==> src/rtl/core/ats_pkg.sv <==
`default_nettype none
// ----------------------------------------------------------------------------
// ats_pkg
// Shared types and constants of the animation timeline stepper.
// ----------------------------------------------------------------------------
package ats_pkg;

	localparam int TIME_BITS = 48;
	localparam int FRAC_BITS = 16;
	localparam int PROG_BITS = FRAC_BITS + 1;
	localparam int DUR_BITS  = 24;
	localparam int REP_BITS  = 16;
	localparam int KIND_BITS = 2;
	localparam int IDX_BITS  = 3;
	localparam int CNT_BITS  = $clog2(FRAC_BITS);

	localparam logic [PROG_BITS-1:0] ONE_Q = PROG_BITS'(1) << FRAC_BITS;

	// request kinds
	typedef enum logic [KIND_BITS-1:0] {
		KIND_FRAME  = 2'd0,
		KIND_START  = 2'd1,
		KIND_CANCEL = 2'd2
	} kind_t;

	// configuration register indexes
	typedef enum logic [IDX_BITS-1:0] {
		REG_DURATION     = 3'd0,
		REG_START_OFFSET = 3'd1,
		REG_REPEAT_LIMIT = 3'd2,
		REG_REVERSE_MODE = 3'd3,
		REG_FILL_ENABLED = 3'd4,
		REG_FILL_BEFORE  = 3'd5,
		REG_FILL_AFTER   = 3'd6
	} cfg_idx_t;

	// position of a frame relative to the current cycle
	typedef enum logic [1:0] {
		RG_BEFORE,
		RG_INSIDE,
		RG_END,
		RG_AFTER
	} region_t;

	// sequencer states
	typedef enum logic [2:0] {
		ST_IDLE,
		ST_SUB,
		ST_OFS,
		ST_CMP,
		ST_DIV,
		ST_FIN
	} state_t;

	// one result item
	typedef struct packed {
		logic                 applied;
		logic [PROG_BITS-1:0] progress;
		logic                 fired_start;
		logic                 fired_repeat;
		logic                 fired_end;
		logic                 more;
	} rsp_t;

endpackage
`default_nettype wire

==> src/rtl/core/ats_if.sv <==
`default_nettype none
// ----------------------------------------------------------------------------
// ats_if
// Request, response and configuration channels of the timeline stepper.
// ----------------------------------------------------------------------------
interface ats_req_if;
	import ats_pkg::*;
	logic                 valid;
	logic                 ready;
	logic [KIND_BITS-1:0] kind;
	logic [TIME_BITS-1:0] time_ms;
	logic                 anchor_on_first_frame;
	modport source(output valid, kind, time_ms, anchor_on_first_frame, input ready);
	modport sink(input valid, kind, time_ms, anchor_on_first_frame, output ready);
endinterface

interface ats_rsp_if;
	import ats_pkg::*;
	logic                 valid;
	logic                 ready;
	logic                 applied;
	logic [PROG_BITS-1:0] progress;
	logic                 fired_start;
	logic                 fired_repeat;
	logic                 fired_end;
	logic                 more;
	modport source(output valid, applied, progress, fired_start, fired_repeat, fired_end,
		more, input ready);
	modport sink(input valid, applied, progress, fired_start, fired_repeat, fired_end,
		more, output ready);
endinterface

interface ats_cfg_if;
	import ats_pkg::*;
	logic                valid;
	logic                ready;
	logic [IDX_BITS-1:0] index;
	logic [DUR_BITS-1:0] data;
	modport source(output valid, index, data, input ready);
	modport sink(input valid, index, data, output ready);
endinterface
`default_nettype wire

==> src/rtl/core/animation_timeline_stepper_core.sv <==
`default_nettype none
// ----------------------------------------------------------------------------
// animation_timeline_stepper_core
// Timing core of a view animation: start offset, repeat, reverse and fill.
// Frame requests inside a cycle pass through SUB, OFS, CMP, DIV and FIN; the
// restoring divider in DIV (one quotient bit a cycle) forms the 16-bit fraction.
// Other frames skip DIV, and start and cancel requests go straight to FIN.
// A new request is taken once the sequencer is back in idle, even while the
// last result waits in the output register. Reset loads the flag and register
// reset values at once; no clearing pass.
// ----------------------------------------------------------------------------
module animation_timeline_stepper_core (
	input  wire logic  clk,
	input  wire logic  arst_n,
	ats_req_if.sink    req,
	ats_rsp_if.source  rsp,
	ats_cfg_if.sink    cfg
);
	import ats_pkg::*;

	// configuration registers
	logic [DUR_BITS-1:0]        dur_q;
	logic [DUR_BITS-1:0]        ofs_q;
	logic signed [REP_BITS-1:0] rep_limit_q;
	logic                       reverse_q;
	logic                       fill_en_q;
	logic                       fill_before_q;
	logic                       fill_after_q;

	// animation state
	logic [TIME_BITS-1:0] anchor_q;
	logic                 pending_q;
	logic                 canceled_q;
	logic                 started_q;
	logic                 ended_q;
	logic                 flip_q;
	logic [REP_BITS-1:0]  repeats_q;
	logic                 extra_q;

	// sequencer and datapath
	state_t               state_q, state_d;
	logic [KIND_BITS-1:0] kind_q;
	logic [TIME_BITS-1:0] t_q;
	logic                 anchor_next_q;
	logic [TIME_BITS-1:0] diff_q;
	logic                 lt_q;
	logic                 before_q;
	logic [TIME_BITS-1:0] el_q;
	region_t              region_q;
	logic [DUR_BITS-1:0]  rem_q;
	logic [FRAC_BITS-1:0] quot_q;
	logic [CNT_BITS-1:0]  cnt_q;

	// output register
	logic rsp_valid_q;
	rsp_t rsp_q;

	logic req_fire, out_free, fin_load, div_last;

	// shared arithmetic
	logic [TIME_BITS-1:0] anc_eff;
	logic [TIME_BITS:0]   sub_res;
	logic [TIME_BITS:0]   ofs_res;
	logic                 el_lt_dur, el_eq_dur;
	region_t              region_d;
	logic                 need_div;
	logic [DUR_BITS:0]    rem_sh;
	logic                 rem_ge;
	logic [DUR_BITS:0]    rem_sub;

	// results of the final step
	rsp_t                 rsp_d;
	logic [TIME_BITS-1:0] anchor_n;
	logic                 pending_n, canceled_n, started_n, ended_n, flip_n, extra_n;
	logic [REP_BITS-1:0]  repeats_n;
	logic                 expired, apply, more_n, rep_eq;
	logic [PROG_BITS-1:0] pos;

	assign req_fire  = req.valid && req.ready;
	assign out_free  = !rsp_valid_q || rsp.ready;
	assign fin_load  = (state_q == ST_FIN) && out_free;
	assign div_last  = cnt_q == CNT_BITS'(FRAC_BITS - 1);
	assign req.ready = state_q == ST_IDLE;
	assign cfg.ready = 1'b1;

	// anchor in effect for this frame and time since it
	assign anc_eff = (pending_q && !canceled_q) ? t_q : anchor_q;
	assign sub_res = {1'b0, t_q} - {1'b0, anc_eff};
	assign ofs_res = {1'b0, diff_q} - {{(TIME_BITS - DUR_BITS + 1){1'b0}}, ofs_q};

	// elapsed against duration
	assign el_lt_dur = (el_q[TIME_BITS-1:DUR_BITS] == '0) && (el_q[DUR_BITS-1:0] < dur_q);
	assign el_eq_dur = (el_q[TIME_BITS-1:DUR_BITS] == '0) && (el_q[DUR_BITS-1:0] == dur_q);

	// region of the frame
	always_comb begin
		priority if (dur_q == '0) begin
			region_d = (!canceled_q && lt_q) ? RG_INSIDE : RG_END;
		end else if (canceled_q) begin
			region_d = RG_AFTER;
		end else if (before_q) begin
			region_d = RG_BEFORE;
		end else if (el_lt_dur) begin
			region_d = RG_INSIDE;
		end else if (el_eq_dur) begin
			region_d = RG_END;
		end else begin
			region_d = RG_AFTER;
		end
	end

	assign need_div = (dur_q != '0) && !canceled_q && (region_d == RG_INSIDE);

	// one restoring division step
	assign rem_sh  = {rem_q, 1'b0};
	assign rem_ge  = rem_sh >= {1'b0, dur_q};
	assign rem_sub = rem_sh - {1'b0, dur_q};

	// next state
	always_comb begin
		state_d = state_q;
		unique case (state_q)
			ST_IDLE: begin
				if (req.valid) begin
					state_d = (req.kind == KIND_FRAME) ? ST_SUB : ST_FIN;
				end
			end
			ST_SUB: state_d = ST_OFS;
			ST_OFS: state_d = ST_CMP;
			ST_CMP: state_d = need_div ? ST_DIV : ST_FIN;
			ST_DIV: begin
				if (div_last) begin
					state_d = ST_FIN;
				end
			end
			ST_FIN: begin
				if (out_free) begin
					state_d = ST_IDLE;
				end
			end
			default: state_d = ST_IDLE;
		endcase
	end

	// result and state update of a finished request
	always_comb begin
		rsp_d      = '0;
		anchor_n   = anchor_q;
		pending_n  = pending_q;
		canceled_n = canceled_q;
		started_n  = started_q;
		ended_n    = ended_q;
		flip_n     = flip_q;
		repeats_n  = repeats_q;
		extra_n    = extra_q;
		expired    = 1'b0;
		apply      = 1'b0;
		more_n     = 1'b0;
		pos        = '0;
		rep_eq     = !rep_limit_q[REP_BITS-1] && (repeats_q == rep_limit_q);
		unique case (kind_q)
			KIND_START: begin
				pending_n  = anchor_next_q;
				if (!anchor_next_q) begin
					anchor_n = t_q;
				end
				canceled_n = 1'b0;
				started_n  = 1'b0;
				ended_n    = 1'b0;
				flip_n     = 1'b0;
				repeats_n  = '0;
			end
			KIND_CANCEL: begin
				// only a started animation is marked ended here
				rsp_d.fired_end = started_q && !ended_q;
				ended_n    = ended_q || started_q;
				canceled_n = 1'b1;
				pending_n  = 1'b0;
				extra_n    = 1'b0;
			end
			KIND_FRAME: begin
				if (pending_q && !canceled_q) begin
					anchor_n  = t_q;
					pending_n = 1'b0;
				end
				expired = (region_q == RG_END) || (region_q == RG_AFTER) || canceled_q;
				more_n  = !expired;
				if (fill_en_q) begin
					apply = ((region_q != RG_BEFORE) || fill_before_q) &&
						((region_q != RG_AFTER) || fill_after_q);
				end else begin
					apply = 1'b1;
				end
				// progress with mirroring on a reversed cycle
				if (apply) begin
					if (!started_q) begin
						rsp_d.fired_start = 1'b1;
						started_n         = 1'b1;
					end
					unique case (region_q)
						RG_BEFORE: pos = '0;
						RG_INSIDE: pos = {1'b0, quot_q};
						default:   pos = ONE_Q;
					endcase
					if (flip_q) begin
						pos = ONE_Q - pos;
					end
					rsp_d.applied  = 1'b1;
					rsp_d.progress = pos;
				end
				// end of cycle: finish or start the next one
				if (expired) begin
					if (rep_eq || canceled_q) begin
						if (!ended_q) begin
							ended_n         = 1'b1;
							rsp_d.fired_end = 1'b1;
						end
					end else begin
						if (!rep_limit_q[REP_BITS-1] && (rep_limit_q != '0)) begin
							repeats_n = repeats_q + REP_BITS'(1);
						end
						if (reverse_q) begin
							flip_n = !flip_q;
						end
						pending_n          = 1'b1;
						more_n             = 1'b1;
						rsp_d.fired_repeat = 1'b1;
					end
				end
				// one extra frame after the end
				if (!more_n && extra_q) begin
					extra_n    = 1'b0;
					rsp_d.more = 1'b1;
				end else begin
					rsp_d.more = more_n;
				end
			end
			default: begin
				rsp_d = '0;
			end
		endcase
	end

	// sequencer, state flags and output valid
	always_ff @(posedge clk or negedge arst_n) begin
		if (!arst_n) begin
			state_q     <= ST_IDLE;
			rsp_valid_q <= 1'b0;
			anchor_q    <= '0;
			pending_q   <= 1'b1;
			canceled_q  <= 1'b0;
			started_q   <= 1'b0;
			ended_q     <= 1'b0;
			flip_q      <= 1'b0;
			repeats_q   <= '0;
			extra_q     <= 1'b1;
			cnt_q       <= '0;
		end else begin
			state_q <= state_d;
			if (fin_load) begin
				rsp_valid_q <= 1'b1;
				anchor_q    <= anchor_n;
				pending_q   <= pending_n;
				canceled_q  <= canceled_n;
				started_q   <= started_n;
				ended_q     <= ended_n;
				flip_q      <= flip_n;
				repeats_q   <= repeats_n;
				extra_q     <= extra_n;
			end else if (rsp.ready) begin
				rsp_valid_q <= 1'b0;
			end
			if (state_q == ST_CMP) begin
				cnt_q <= '0;
			end else if (state_q == ST_DIV) begin
				cnt_q <= cnt_q + CNT_BITS'(1);
			end
		end
	end

	// configuration writes
	always_ff @(posedge clk or negedge arst_n) begin
		if (!arst_n) begin
			dur_q         <= '0;
			ofs_q         <= '0;
			rep_limit_q   <= '0;
			reverse_q     <= 1'b0;
			fill_en_q     <= 1'b0;
			fill_before_q <= 1'b1;
			fill_after_q  <= 1'b0;
		end else if (cfg.valid && cfg.ready) begin
			unique case (cfg.index)
				REG_DURATION:     dur_q         <= cfg.data;
				REG_START_OFFSET: ofs_q         <= cfg.data;
				REG_REPEAT_LIMIT: rep_limit_q   <= cfg.data[REP_BITS-1:0];
				REG_REVERSE_MODE: reverse_q     <= cfg.data[0];
				REG_FILL_ENABLED: fill_en_q     <= cfg.data[0];
				REG_FILL_BEFORE:  fill_before_q <= cfg.data[0];
				REG_FILL_AFTER:   fill_after_q  <= cfg.data[0];
				default: ;
			endcase
		end
	end

	// request capture and datapath registers
	always_ff @(posedge clk) begin
		if (req_fire) begin
			kind_q        <= req.kind;
			t_q           <= req.time_ms;
			anchor_next_q <= req.anchor_on_first_frame;
		end
		if (state_q == ST_SUB) begin
			diff_q <= sub_res[TIME_BITS-1:0];
			lt_q   <= sub_res[TIME_BITS];
		end
		if (state_q == ST_OFS) begin
			el_q     <= ofs_res[TIME_BITS-1:0];
			before_q <= lt_q || ofs_res[TIME_BITS];
		end
		if (state_q == ST_CMP) begin
			region_q <= region_d;
			rem_q    <= el_q[DUR_BITS-1:0];
			quot_q   <= '0;
		end
		if (state_q == ST_DIV) begin
			rem_q  <= rem_ge ? rem_sub[DUR_BITS-1:0] : rem_sh[DUR_BITS-1:0];
			quot_q <= {quot_q[FRAC_BITS-2:0], rem_ge};
		end
		if (fin_load) begin
			rsp_q <= rsp_d;
		end
	end

	// response port
	assign rsp.valid        = rsp_valid_q;
	assign rsp.applied      = rsp_q.applied;
	assign rsp.progress     = rsp_q.progress;
	assign rsp.fired_start  = rsp_q.fired_start;
	assign rsp.fired_repeat = rsp_q.fired_repeat;
	assign rsp.fired_end    = rsp_q.fired_end;
	assign rsp.more         = rsp_q.more;

endmodule
`default_nettype wire

==> src/flat_wrapper.sv <==
// flat-port wrapper written by rule: the top's interface ports become plain ports
module animation_timeline_stepper_core_flat import ats_pkg::*;
  (clk, arst_n, req_valid, req_kind, req_time_ms, req_anchor_on_first_frame, req_ready, rsp_valid, rsp_applied, rsp_progress, rsp_fired_start, rsp_fired_repeat, rsp_fired_end, rsp_more, rsp_ready, cfg_valid, cfg_index, cfg_data, cfg_ready);
  ats_req_if req_i ();
  ats_rsp_if rsp_i ();
  ats_cfg_if cfg_i ();
  input  wire logic clk;
  input  wire logic arst_n;
  input wire logic [$bits(req_i.valid)-1:0] req_valid;
  input wire logic [$bits(req_i.kind)-1:0] req_kind;
  input wire logic [$bits(req_i.time_ms)-1:0] req_time_ms;
  input wire logic [$bits(req_i.anchor_on_first_frame)-1:0] req_anchor_on_first_frame;
  output wire logic [$bits(req_i.ready)-1:0] req_ready;
  output wire logic [$bits(rsp_i.valid)-1:0] rsp_valid;
  output wire logic [$bits(rsp_i.applied)-1:0] rsp_applied;
  output wire logic [$bits(rsp_i.progress)-1:0] rsp_progress;
  output wire logic [$bits(rsp_i.fired_start)-1:0] rsp_fired_start;
  output wire logic [$bits(rsp_i.fired_repeat)-1:0] rsp_fired_repeat;
  output wire logic [$bits(rsp_i.fired_end)-1:0] rsp_fired_end;
  output wire logic [$bits(rsp_i.more)-1:0] rsp_more;
  input wire logic [$bits(rsp_i.ready)-1:0] rsp_ready;
  input wire logic [$bits(cfg_i.valid)-1:0] cfg_valid;
  input wire logic [$bits(cfg_i.index)-1:0] cfg_index;
  input wire logic [$bits(cfg_i.data)-1:0] cfg_data;
  output wire logic [$bits(cfg_i.ready)-1:0] cfg_ready;
  assign req_i.valid = req_valid;
  assign req_i.kind = req_kind;
  assign req_i.time_ms = req_time_ms;
  assign req_i.anchor_on_first_frame = req_anchor_on_first_frame;
  assign req_ready = req_i.ready;
  assign rsp_valid = rsp_i.valid;
  assign rsp_applied = rsp_i.applied;
  assign rsp_progress = rsp_i.progress;
  assign rsp_fired_start = rsp_i.fired_start;
  assign rsp_fired_repeat = rsp_i.fired_repeat;
  assign rsp_fired_end = rsp_i.fired_end;
  assign rsp_more = rsp_i.more;
  assign rsp_i.ready = rsp_ready;
  assign cfg_i.valid = cfg_valid;
  assign cfg_i.index = cfg_index;
  assign cfg_i.data = cfg_data;
  assign cfg_ready = cfg_i.ready;
  animation_timeline_stepper_core u_core (.clk(clk), .arst_n(arst_n), .req(req_i), .rsp(rsp_i), .cfg(cfg_i));
endmodule
==> config.mk <==
export PLATFORM = sky130hd
export DESIGN_NAME = animation_timeline_stepper_core_flat
export DESIGN_NICKNAME = d
export VERILOG_FILES = /design/src/rtl/core/ats_pkg.sv /design/src/rtl/core/ats_if.sv /design/src/rtl/core/animation_timeline_stepper_core.sv /design/src/flat_wrapper.sv
export SDC_FILE = /design/constraint.sdc
export NUM_CORES = 1
export LEC_CHECK = 0
export ABC_AREA = 1
export BUFFER_PORTS_ARGS = -buffer_cell sky130_fd_sc_hd__buf_2
export CAP_MARGIN = 20
export CORE_MARGIN = 2
export CORE_UTILIZATION = 35
export CTS_BUF_LIST = sky130_fd_sc_hd__clkbuf_16
export DETAILED_ROUTE_END_ITERATION = 10
export PLACE_DENSITY = 0.61
export SLEW_MARGIN = 20
export SYNTH_ARGS = -nofsm -noshare
export SYNTH_HDL_FRONTEND = slang
export SYNTH_SLANG_ARGS = --single-unit
==> constraint.sdc <==
create_clock -name clk -period 5.05 [get_ports clk]
set_clock_uncertainty 0.15 [all_clocks]
set_input_delay 0.2525 -clock clk [delete_from_list [all_inputs] [get_ports clk]]
set_output_delay 0.2525 -clock clk [all_outputs]
set_load 0.01 [all_outputs]
# Word-level counts from Yosys, hierarchy flattened
# Cells that the tools add are included.
[totals]
out_inout_bits = 25
in_bits = 83
elab_cells = 197
regBits = 359
[classes]
n_reduce_logical = 62
n_eq_ne = 32
add_sub_neg = 6
mux = 61
magnitude_cmp = 2
[ops]
columns = ["operator", "n"]
rows = [
  ["two-way mux 48 bit", 2],
  ["one-hot mux 48 bit (2 select lines)", 1],
  ["two-way mux 16 bit", 5],
  ["two-way mux 24 bit", 3],
  ["two-way mux 17 bit", 3],
  ["subtractor 48 x 24 -> 49 bit", 1],
  ["subtractor 48 x 48 -> 49 bit", 1],
  ["zero test 24 bit", 2],
  ["one-hot mux 17 bit (2 select lines)", 1],
  ["one-hot mux 16 bit (2 select lines)", 1],
  ["greater-or-equal comparator 25 x 24 -> 1 bit", 1],
  ["two-way mux 1 bit", 25],
  ["== test 24 bit", 1],
  ["< comparator 24 bit", 1],
  ["nonzero test 24 bit", 1],
  ["subtractor 24 bit", 1],
  ["AND reduction 2 bit", 11],
  ["two-way mux 19 bit", 1],
  ["one-hot mux 3 bit (6 select lines)", 1],
  ["subtractor 17 bit (first input constant)", 1],
  ["adder 16 x 1 -> 16 bit (second input constant)", 1],
  ["== test 16 bit", 1],
  ["!= test 2 x 1 -> 1 bit (second input constant)", 8],
  ["nonzero test 16 bit", 1],
  ["other kinds (23)", 88],
]

# Longest topological paths before layout
[depth]
word_depth = 11
ltp_mapped = 18
ltp_nobuf = 17

# Worst setup path before layout
# Ideal clock, no wire load.
[synth_path]
path_kind = "reg2reg"
startpoint = "register u_core.state_q[0]"
endpoint = "register u_core.anchor_next_q (enable)"
setup_time_ns = 0.460
path_buffers = 0
required_time_ns = 4.440
t_arrival_ns = 3.072
slack_ns = 1.369
path_stages_with_launch = 6
period_less_slack_ns = 3.681
cell_sequence = "dfrtp_1 > nor2_1 > inv_1 > nor2_1 > inv_1 > nor2_1"
[synth_via]
elab_chain_len = 2
[synth_rtl]
columns = ["element", "line", "text"]
rows = [
  ["start: declaration", "animation_timeline_stepper_core.sv:41", "state_t state_q, state_d;"],
  ["start signal: assignment", "animation_timeline_stepper_core.sv:259", "state_q <= state_d;"],
  ["zero test 3 bit", "animation_timeline_stepper_core.sv:83", "assign req.ready = state_q == ST_IDLE;"],
  ["via req_ready", "flat_wrapper.sv:13", "output wire logic [$bits(req_i.ready)-1:0] req_ready;"],
  ["logical AND 1 bit", "animation_timeline_stepper_core.sv:79", "assign req_fire = req.valid && req.ready;"],
  ["via u_core.req_fire", "animation_timeline_stepper_core.sv:58", "logic req_fire, out_free, fin_load, div_last;"],
  ["end signal: assignment", "animation_timeline_stepper_core.sv:310", "anchor_next_q <= req.anchor_on_first_frame;"],
  ["end: declaration", "animation_timeline_stepper_core.sv:44", "logic anchor_next_q;"],
]
# The timed path passes the listed nets, and every way through them passes these cells.
# A chain may end at the register's enable or synchronous reset.

# Worst setup path after layout
[layout_path]
startpoint = "register u_core.canceled_q"
endpoint = "register u_core.diff_q[29] (data pin)"
[layout_via]
elab_chain_len = 4
[layout_rtl]
columns = ["element", "line", "text"]
rows = [
  ["start: declaration", "animation_timeline_stepper_core.sv:33", "logic canceled_q;"],
  ["start signal: assignment", "animation_timeline_stepper_core.sv:264", "canceled_q <= canceled_n;"],
  ["zero test 1 bit", "animation_timeline_stepper_core.sv:87", "assign anc_eff = (pending_q && !canceled_q) ? t_q : anchor_q;"],
  ["logical AND 1 bit", "animation_timeline_stepper_core.sv:87", ""],
  ["two-way mux 48 bit", "animation_timeline_stepper_core.sv:87", ""],
  ["subtractor 48 x 48 -> 49 bit", "animation_timeline_stepper_core.sv:88", "assign sub_res = {1'b0, t_q} - {1'b0, anc_eff};"],
  ["via u_core.sub_res[29]", "animation_timeline_stepper_core.sv:62", "logic [TIME_BITS:0] sub_res;"],
  ["end signal: assignment", "animation_timeline_stepper_core.sv:313", "diff_q <= sub_res[TIME_BITS-1:0];"],
  ["end: declaration", "animation_timeline_stepper_core.sv:45", "logic [TIME_BITS-1:0] diff_q;"],
]
# The timed path passes the listed nets, and every way through them passes these cells.

==> impl_metrics.csv <==
group,metric,value,unit
run_status,outcome,"finished clean",
floorplanning,fp.dieW,262,um
synth,synth_top_area_frac,0.275,
synth,syn_inst,2963,
synth,synth_top_area_cell,"edfxtp_1",
finish,design_area,27100,um^2
worst_setup_path,worst_ep_arrival_time,4.37,ns
grt,grt_max_degree,97,
floorplanning,num_rows,94,
cts,clock_path_buffers,3,
floorplanning,die_y,262,um
routing,wl_per_cell,16.4,um
finish,layout.nets,3357,
cts,tritoncts,"yes",
worst_setup_path,cp_data_required_time,5.31,ns
grt,grt_pass1_wl,104,mm
floorplanning,start_util,0.353,
sta,min_period,4.12,ns
sta,max_slew.worst_pin.slew,0.866,ns
cts,ctsHoldBuffers,86,
worst_setup_path,cp_num_buf_inv,2,
sta,fin_ws,0.933,ns
synth,yosysUniqueCellTypes,60,
worst_setup_path,endpoint_kind,"flop",
worst_setup_path,cp-start-kind,"flop",
worst_setup_path,crit_fanout,64,
synth,postSynthRegisterBits,359,
sta,fmax,0.243,GHz
cts,cts_resized,0,
cts,clock_latency,0.59,ns
cts,htree_levels,2,
worst_setup_path,max_stage_delay,0.57,ns
sta,holdWs,0.152,ns
finish,final_core_util,0.413,
sta,rsz0062_at_grt,"no",
worst_setup_path,timing.critical_path.mode_cell,"nand2_1",
grt,antenna_found_initial,0,
pwr,vdd_drop_max,0.000314,V
synth,synthTopCellsByCount,"nand2_1, inv_1, nor2_1, edfxtp_1, o21ai_0",
worst_setup_path,rr_worst_depth,13,
synth,avgSynthCellArea,7.84,um^2
synth,synth-edff-count,213,
cts,clk_pin_slew,0.07,ns
sta,setup_violations,0,
synth,synth_area_leaders,"edfxtp_1, dfrtp_1, nand2_1",
placed_design,place_area,24700,um^2
synth,yosysWarnings,0,
routing,vias_per_cell,4.98,
synth,postSynthNetCount,3176,
grt,grt.total_usage,0.193,
worst_setup_path,path_cells,"inv_1 -> nand2_2 -> buf_12 -> nand2_1 -> o21ai_0 -> ha_1 -> nand2_1 -> nor2_1 -> nand2_1 -> o21ai_0 -> nand2_1 -> nand2_1 -> xor2_1",
sta,hold_violations,0,
pwr,power_leakage,11.9,nW
cts,postCtsSetupBuffers,0,
grt,grt-ovfl-total,0,
routing,drt_iter0_markers,1469,
synth,synth-main-ff-cell,"edfxtp_1",
worst_setup_path,r2r_setup_slack,0.93,ns
routing,dr.pass1.iters,7,
pwr,powerDensity,544,nW/um^2
placed_design,dp_hpwl,51.3,mm
worst_setup_path,critPathKind,"flop to flop",
sta,maxSlewHeadroom,0.422,
cts,clockRootBuffer,"clkbuf_16",
synth,seq_area_frac_synth,0.433,
worst_hold_path,hold_class,"input port to asynchronous set/reset pin",
floorplanning,die_area,68500,um^2
job,drv_cap,0,
grt,grt_pass1_vias,19400,
routing,route.vias.total,20100,
routing,wl,66.1,mm
synth,synth.most_common_cell,"nand2_1",
floorplanning,coreArea,65700,um^2
placed_design,place.port_buffers,106,
placed_design,pre_cts_slack,1.09,ns
sta,setup_tns,0,ns
worst_setup_path,crit_cells,13,
finish,drive_gt1_frac,0.0749,
synth,synth-async-reset-ratio,0.407,
placed_design,gp_congestion,0.991,
cts,clock_sinks,359,
finish,num_antenna_cells,0,
finish,area_growth,16.8,%
worst_setup_path,critPathTopFamily,"simple AND/OR/NAND/NOR gates",
sta,period_share,0.815,
routing,drc_errors,0,
floorplanning,io_pins,108,
worst_setup_path,critPathSlowestCell,"o21ai_0",
routing,drtAntennaViolNets,0,
cts,cts_buffers,42,
synth,synth_area,23200,um^2
sta,drv_slew,0,
-- metrics by stage --
stage	cells	power [mW]
after global routing	4042	15.9
after global placement	3877	11.3
after floorplan	2963	9.33
after detailed placement	3877	11.3
final	4042	14.8
after CTS	4041	14.8
-- worst paths after layout --
kind / end / start
setup / recovery: u_core.diff_q[29] / u_core.canceled_q
hold / removal: u_core.anchor_q[41] / arst_n
setup reg to reg: u_core.diff_q[29] / u_core.canceled_q
hold reg to reg: u_core.extra_q / u_core.extra_q
max in group asynchronous: u_core.ofs_q[15] / arst_n
min in group clk: u_core.t_q[23] / req_time_ms[23]
-- cell usage in the layout, fill, tap and decap left out, types with 4 or more instances in the layout --
cell,netlist,routed
o22ai_1,6,6
o21ai_1,21,21
inv_1,405,412
xnor2_1,39,39
nor4_1,14,14
inv_2,8,8
dfrtp_1,143,143
clkbuf_16,0,43
nor3_1,37,37
buf_4,2,12
a21boi_0,5,5
o21ai_0,202,202
a21oi_1,186,186
a211oi_1,46,46
nand3b_1,8,8
edfxtp_1,213,213
nand2_1,664,663
o21bai_1,9,9
or2_2,8,8
nor2_1,387,384
dlygate4sd3_1,0,86
xor2_1,71,71
buf_2,17,105
nand4_1,58,58
nand3_1,131,131
clkinv_1,1,8
ha_1,127,127
nor3_2,5,5
nor2_4,3,6
bufinv_16,0,11
a21o_1,21,21
or2_1,4,4
clkinv_2,0,5
a31oi_1,19,19
-- worst reg2reg max path, cell delays in order (launching register included) --
cell,delay [ns]
dfrtp_1,0.39
inv_1,0.18
nand2_2,0.42
buf_12,0.38
nand2_1,0.11
o21ai_0,0.12
ha_1,0.45
nand2_1,0.14
nor2_1,0.35
nand2_1,0.16
o21ai_0,0.57
nand2_1,0.11
nand2_1,0.14
xor2_1,0.25
-- sequential cells by signal, indices dropped and copies added, names as in the netlist, 2 cells and up --
signal               cells
u_core.anchor_q         48
u_core.cnt_q             4
u_core.diff_q           48
u_core.dur_q            24
u_core.el_q             48
u_core.kind_q            2
u_core.ofs_q            24
u_core.quot_q           16
u_core.region_q          2
u_core.rem_q            24
u_core.rep_limit_q      16
u_core.repeats_q        16
u_core.rsp.progress     17
u_core.state_q           3
u_core.t_q              48
-- per-layer routing --
layer,vias up,track usage,share of wire
met4,0,0.0543,0.027
met1,9375,0.255,0.45
met3,116,0.0255,0.043
li1,10200,-,-
met5,-,0,0
met2,448,0.331,0.48
-- cells by family (layout without fill, tap and decap cells) --
group           Yosys count  count (layout)  synth area share
compound gates          540             540             0.131
fa+ha+maj               130             130            0.0710
other cells               1               1          0.000161
buf+inv                 485             700            0.0813
flops                   359             359             0.433
simple gates           1337            1337             0.242
mux                       1               1          0.000431
xor+xnor                110             110            0.0415
-- cell type report --
| type | instances | area, um^2 |
|---|---|---|
| clock buffers | 43 | 1080 |
| clock inverters | 35 | 464 |
| fillers | 6677 | 38600 |
| inverters | 414 | 1550 |
| multi-input cells | 2119 | 11300 |
| flip-flops and latches | 359 | 10100 |
| well taps | 864 | 1080 |
| repair buffers | 208 | 1580 |
-- power breakdown --
group          internal, mW  switching (mW)
Combinational          2.34            4.68
Clock                  2.11            1.28
Sequential             4.06           0.298
No activity file was read; power rests on OpenSTA's default activity.
